`src/salc_pkg.sv`:
```
package salc_pkg;

  localparam int MAX_SET_BITS_DEF = 8;
  localparam int MAX_WAYS_DEF     = 8;

  localparam int ADDR_W     = 64;
  localparam int TAG_W      = 63;
  localparam int STAMP_W    = 64;
  localparam int CNT_W      = 32;
  localparam int CMD_W      = 2;
  localparam int CFG_IDX_W  = 2;
  localparam int CFG_DATA_W = 6;
  localparam int SET_CFG_W  = 4;
  localparam int OFS_CFG_W  = 6;
  localparam int WAYS_CFG_W = 4;

  localparam logic [CMD_W-1:0] CMD_MODIFY = 2'd2;

  localparam logic [CFG_IDX_W-1:0] CFG_IDX_SET_BITS = 2'd0;
  localparam logic [CFG_IDX_W-1:0] CFG_IDX_OFS_BITS = 2'd1;
  localparam logic [CFG_IDX_W-1:0] CFG_IDX_WAYS     = 2'd2;

  localparam logic [SET_CFG_W-1:0]  SET_BITS_RST = 4'd1;
  localparam logic [OFS_CFG_W-1:0]  OFS_BITS_RST = 6'd4;
  localparam logic [WAYS_CFG_W-1:0] WAYS_RST     = 4'd1;
  localparam logic [STAMP_W-1:0]    CLOCK_RST    = 64'd1;

  typedef struct packed {
    logic               valid;
    logic [TAG_W-1:0]   tag;
    logic [STAMP_W-1:0] stamp;
  } line_t;

  // add 0..3 to a total, sticking at all ones
  function automatic logic [CNT_W-1:0] sat_add(input logic [CNT_W-1:0] cnt,
                                               input logic [1:0] inc);
    logic [CNT_W:0] sum;
    sum = {1'b0, cnt} + (CNT_W + 1)'(inc);
    return sum[CNT_W] ? '1 : sum[CNT_W-1:0];
  endfunction

endpackage

```
`src/salc_addr_split.sv`:
```
module salc_addr_split #(
  parameter int SET_W = salc_pkg::MAX_SET_BITS_DEF
) (
  input  logic [salc_pkg::SET_CFG_W-1:0] set_bits,
  input  logic [salc_pkg::OFS_CFG_W-1:0] ofs_bits,
  input  logic [salc_pkg::ADDR_W-1:0]    address,
  output logic [SET_W-1:0]               set_idx,
  output logic [salc_pkg::TAG_W-1:0]     tag
);
  import salc_pkg::*;

  localparam int SHIFT_W = $clog2(2 ** OFS_CFG_W + SET_W);

  logic [OFS_CFG_W-1:0] bb;
  logic [SHIFT_W-1:0]   sb;
  logic [SHIFT_W-1:0]   shift;
  logic [ADDR_W-1:0]    above_ofs;
  logic [ADDR_W-1:0]    set_mask;

  always_comb begin
    bb = (ofs_bits == '0) ? OFS_CFG_W'(1) : ofs_bits;
    if (int'(set_bits) > SET_W) begin
      sb = SHIFT_W'(SET_W);
    end else begin
      sb = SHIFT_W'(set_bits);
    end
    shift     = SHIFT_W'(bb) + sb;
    above_ofs = address >> bb;
    set_mask  = (ADDR_W'(1) << sb) - ADDR_W'(1);
    set_idx   = SET_W'(above_ofs & set_mask);
    // a split that swallows the whole address leaves tag zero
    tag = (int'(shift) >= ADDR_W) ? '0 : TAG_W'(address >> shift);
  end

endmodule

```
`config.mk`:
```
export PLATFORM = sky130hd
export DESIGN_NAME = salc_addr_split
export DESIGN_NICKNAME = d
export VERILOG_FILES = /design/src/salc_pkg.sv /design/src/salc_addr_split.sv
export SDC_FILE = /design/constraint.sdc
export NUM_CORES = 1
export LEC_CHECK = 0
export BUFFER_PORTS_ARGS = -buffer_cell sky130_fd_sc_hd__buf_2
export CELL_PAD_IN_SITES_DETAIL_PLACEMENT = 1
export CELL_PAD_IN_SITES_GLOBAL_PLACEMENT = 1
export CORE_MARGIN = 8
export CORE_UTILIZATION = 44
export DETAILED_ROUTE_END_ITERATION = 10
export PLACE_DENSITY_LB_ADDON = 0.1
export SYNTH_ARGS = -nofsm -noshare
export SYNTH_HDL_FRONTEND = slang
export SYNTH_SLANG_ARGS = --single-unit
```
`constraint.sdc`:
```
create_clock -name vclk -period 4.4
set_clock_uncertainty 0.05 [all_clocks]
set_input_delay 0.22 -clock vclk [all_inputs]
set_output_delay 0.22 -clock vclk [all_outputs]
set_load 0.01 [all_outputs]
```
==> run_results.csv <==
group,metric,value,unit
global_route,grt_antenna_before_repair,0,
timing,min_period_over_period,98.89,%
route,wl,34.75,mm
route,first_pass_iters,5,
worst_setup_path,critical_path.startpoint,"ofs_bits[2]",
synth,synth.area.top_cells,"sky130_fd_sc_hd__mux2i_1, sky130_fd_sc_hd__mux4_2, sky130_fd_sc_hd__nand2_1, sky130_fd_sc_hd__nor2_1, sky130_fd_sc_hd__clkbuf_1",
layout,most_common_library_cell_in_the_layout_ignoring_fill_and_taps,"sky130_fd_sc_hd__mux2i_1",
synth,synth.avg_cell_area,8.133,µm²
synth,synthesis.nets,996,
layout,design.seq.count,0,
die,dieHeight,146.1,µm
layout,flow.area_growth_from_synthesis,13.71,%
synth,seq_area_frac_synth,0,%
place,dp.final_hpwl,26.58,mm
route,drtAntennaViolNets,0,
status,outcome,"complete, no violations",
timing,number_of_pins_with_negative_max_slew_slack_in_the_final_report,0,
timing,max-slew-margin-rel,20.20,%
global_route,grt_start_max_net_pins,86,
layout,drive_above_1_share,31.19,%
timing,final_setup_violations,0,
min_path,min_path_type,"in2out",
worst_setup_path,timing.setup.critical_path_class,"in2out",
global_route,vias_in_the_first_global_route,8942,
synth,syn-instance-count,916,
layout,layout.cells.non_filler,1217,
timing,hold_violations,0,
route,route.vias.total,8788,
route,avgRoutedWirePerCell,28.55,µm
flow_run,timing.max_cap.violations,0,
worst_setup_path,timing.critical_path.from_type,"primary input",
clock_tree,postCtsSetupRepairBufs,0,
pwr,finalPower,2080,µW
die,io_pins,145,
place,dpl.cell_count,1217,
route,drt-initial-drc-count,926,
pwr,powerDensity,245.6,nW/µm²
route,drc_markers,0,
timing,final.setup.tns,0,ns
die,die-area,21350,µm²
layout,num-clock-buffers,0,
place,place_congestion,0.9455,
layout,top_library_cells_by_usage_in_the_layout_fill_and_taps_aside,"sky130_fd_sc_hd__mux2i_1, sky130_fd_sc_hd__buf_2, sky130_fd_sc_hd__nand2_1, sky130_fd_sc_hd__mux4_2, sky130_fd_sc_hd__nor2_1",
die,core_region_area,16580,µm²
global_route,overflow,0,
worst_setup_path,critical_path_arrival,4.08,ns
pwr,p_leak,0.003617,µW
global_route,grt.total_usage,31.05,%
timing,fin_worst_hold_slack,0.9972,ns
worst_setup_path,crit_required,4.13,ns
synth,netlist-cell-type-count,75,
synth,post-synth-top-area-fraction,25.80,%
timing,period_minus_slack,4.351,ns
timing,rsz0062_at_grt,"yes",
timing,clock.fmax,229.8,MHz
global_route,grt_pass1_wl,53.96,mm
pwr,power.ir.vdd_worst,0.1162,mV
place,numPortBuffers,145,
timing,slew_at_the_pin_with_the_worst_max_slew_slack,1.189,ns
layout,layout.nets,1079,
worst_setup_path,critPathMaxFanout,23,
synth,synth_warnings,0,
layout,num_antenna_cells,0,
die,floorplan.initialDensity,44.92,%
min_path,start_point_of_the_worst_hold_path,"set_bits[3]",
route,vias_per_cell,7.221,
layout,final-seq-area,0,µm²
die,std_cell_rows,47,
synth,syn-cell-area,7450,µm²
worst_setup_path,setup.worst_path.end_class,"primary output",
synth,post-synth-top-area-cell,"sky130_fd_sc_hd__mux2i_1",
die,dieWidth,146.1,µm
==> worst max-delay path, stage by stage <==
cell and delay, ns:
sky130_fd_sc_hd__buf_2 0.12, sky130_fd_sc_hd__nor4_4 0.29, sky130_fd_sc_hd__a21oi_1 0.15, sky130_fd_sc_hd__inv_1 0.13, sky130_fd_sc_hd__ha_2 0.21, sky130_fd_sc_hd__inv_1 0.07, sky130_fd_sc_hd__fa_4 0.93, sky130_fd_sc_hd__buf_12 0.22
sky130_fd_sc_hd__mux4_2 0.55, sky130_fd_sc_hd__mux2i_1 0.36, sky130_fd_sc_hd__mux2i_1 0.17, sky130_fd_sc_hd__mux2i_1 0.24, sky130_fd_sc_hd__buf_4 0.15, sky130_fd_sc_hd__o22ai_1 0.07, sky130_fd_sc_hd__buf_2 0.17
==> kinds of logic (layout without fill, tap and decap cells) <==
logic type,Yosys count,count (layout),share of synthesized area [%]
adder cells (fa/ha/maj),6,6,1.109
AND/OR/NAND/NOR,244,244,15.54
XOR/XNOR,8,8,1.041
multiplexers,282,282,50.29
buffers and inverters,128,209,7.491
AO/OA/AOI/OAI,248,248,24.54
==> through the flow <==
step / setup WS [ns] / cell area, µm² / util (%)
global placement: 0.02829 / 8404 / 50.68
CTS: 0.01471 / 8404 / 50.68
global route: -0.06096 / 8471 / 51.08
finish: 0.04896 / 8471 / 51.08
floorplan: 0.6237 / 7450 / -
detailed placement: 0.01578 / 8404 / 50.68
==> per-layer routing <==
layer	GRT usage, %	part of all wire (%)	vias to the layer above
met4	12.00	4.1	0
met1	40.18	41	4333
met3	5.655	8.5	102
met5	0	0	-
li1	-	-	3831
met2	50.32	46	522
==> cell usage after synthesis (11+ instances only) <==
master and instances:
sky130_fd_sc_hd__a211oi_1 11, sky130_fd_sc_hd__a21oi_1 25, sky130_fd_sc_hd__a31oi_1 15, sky130_fd_sc_hd__a32oi_1 17, sky130_fd_sc_hd__buf_2 35, sky130_fd_sc_hd__clkbuf_1 55
sky130_fd_sc_hd__inv_1 19, sky130_fd_sc_hd__mux2_2 18, sky130_fd_sc_hd__mux2i_1 192, sky130_fd_sc_hd__mux4_2 72, sky130_fd_sc_hd__nand2_1 76, sky130_fd_sc_hd__nand3_1 17
sky130_fd_sc_hd__nor2_1 71, sky130_fd_sc_hd__nor3_1 20, sky130_fd_sc_hd__o211ai_1 15, sky130_fd_sc_hd__o21ai_0 35, sky130_fd_sc_hd__o221ai_1 12, sky130_fd_sc_hd__o22ai_1 27
==> path summary, 6_finish.rpt <==
check / endpoint / slack (ns) / depth (start not counted)
max: tag[5] / 0.05 / 15
min: set_idx[7] / 1.0 / 5
==> area by class of cell <==
type               count  area [µm²]
multi-input cells    788        7013
repair buffers       186        1096
fillers             2040        8113
inverters             23       86.33
well taps            220       275.3
==> what timing repair did <==
action	4_1_cts	5_1_grt
setup endpoints to repair	0	21
hold buffers	0	0
gates resized for setup	0	14
==> where the power goes <==
group / total [µW] / switching [µW] / internal [µW] / leakage [µW]
Sequential: 0 / 0 / 0 / 0
Combinational: 2080 / 1210 / 866 / 0.00362
Clock: 0 / 0 / 0 / 0
Note: power is estimated with default switching activity, not from simulation.
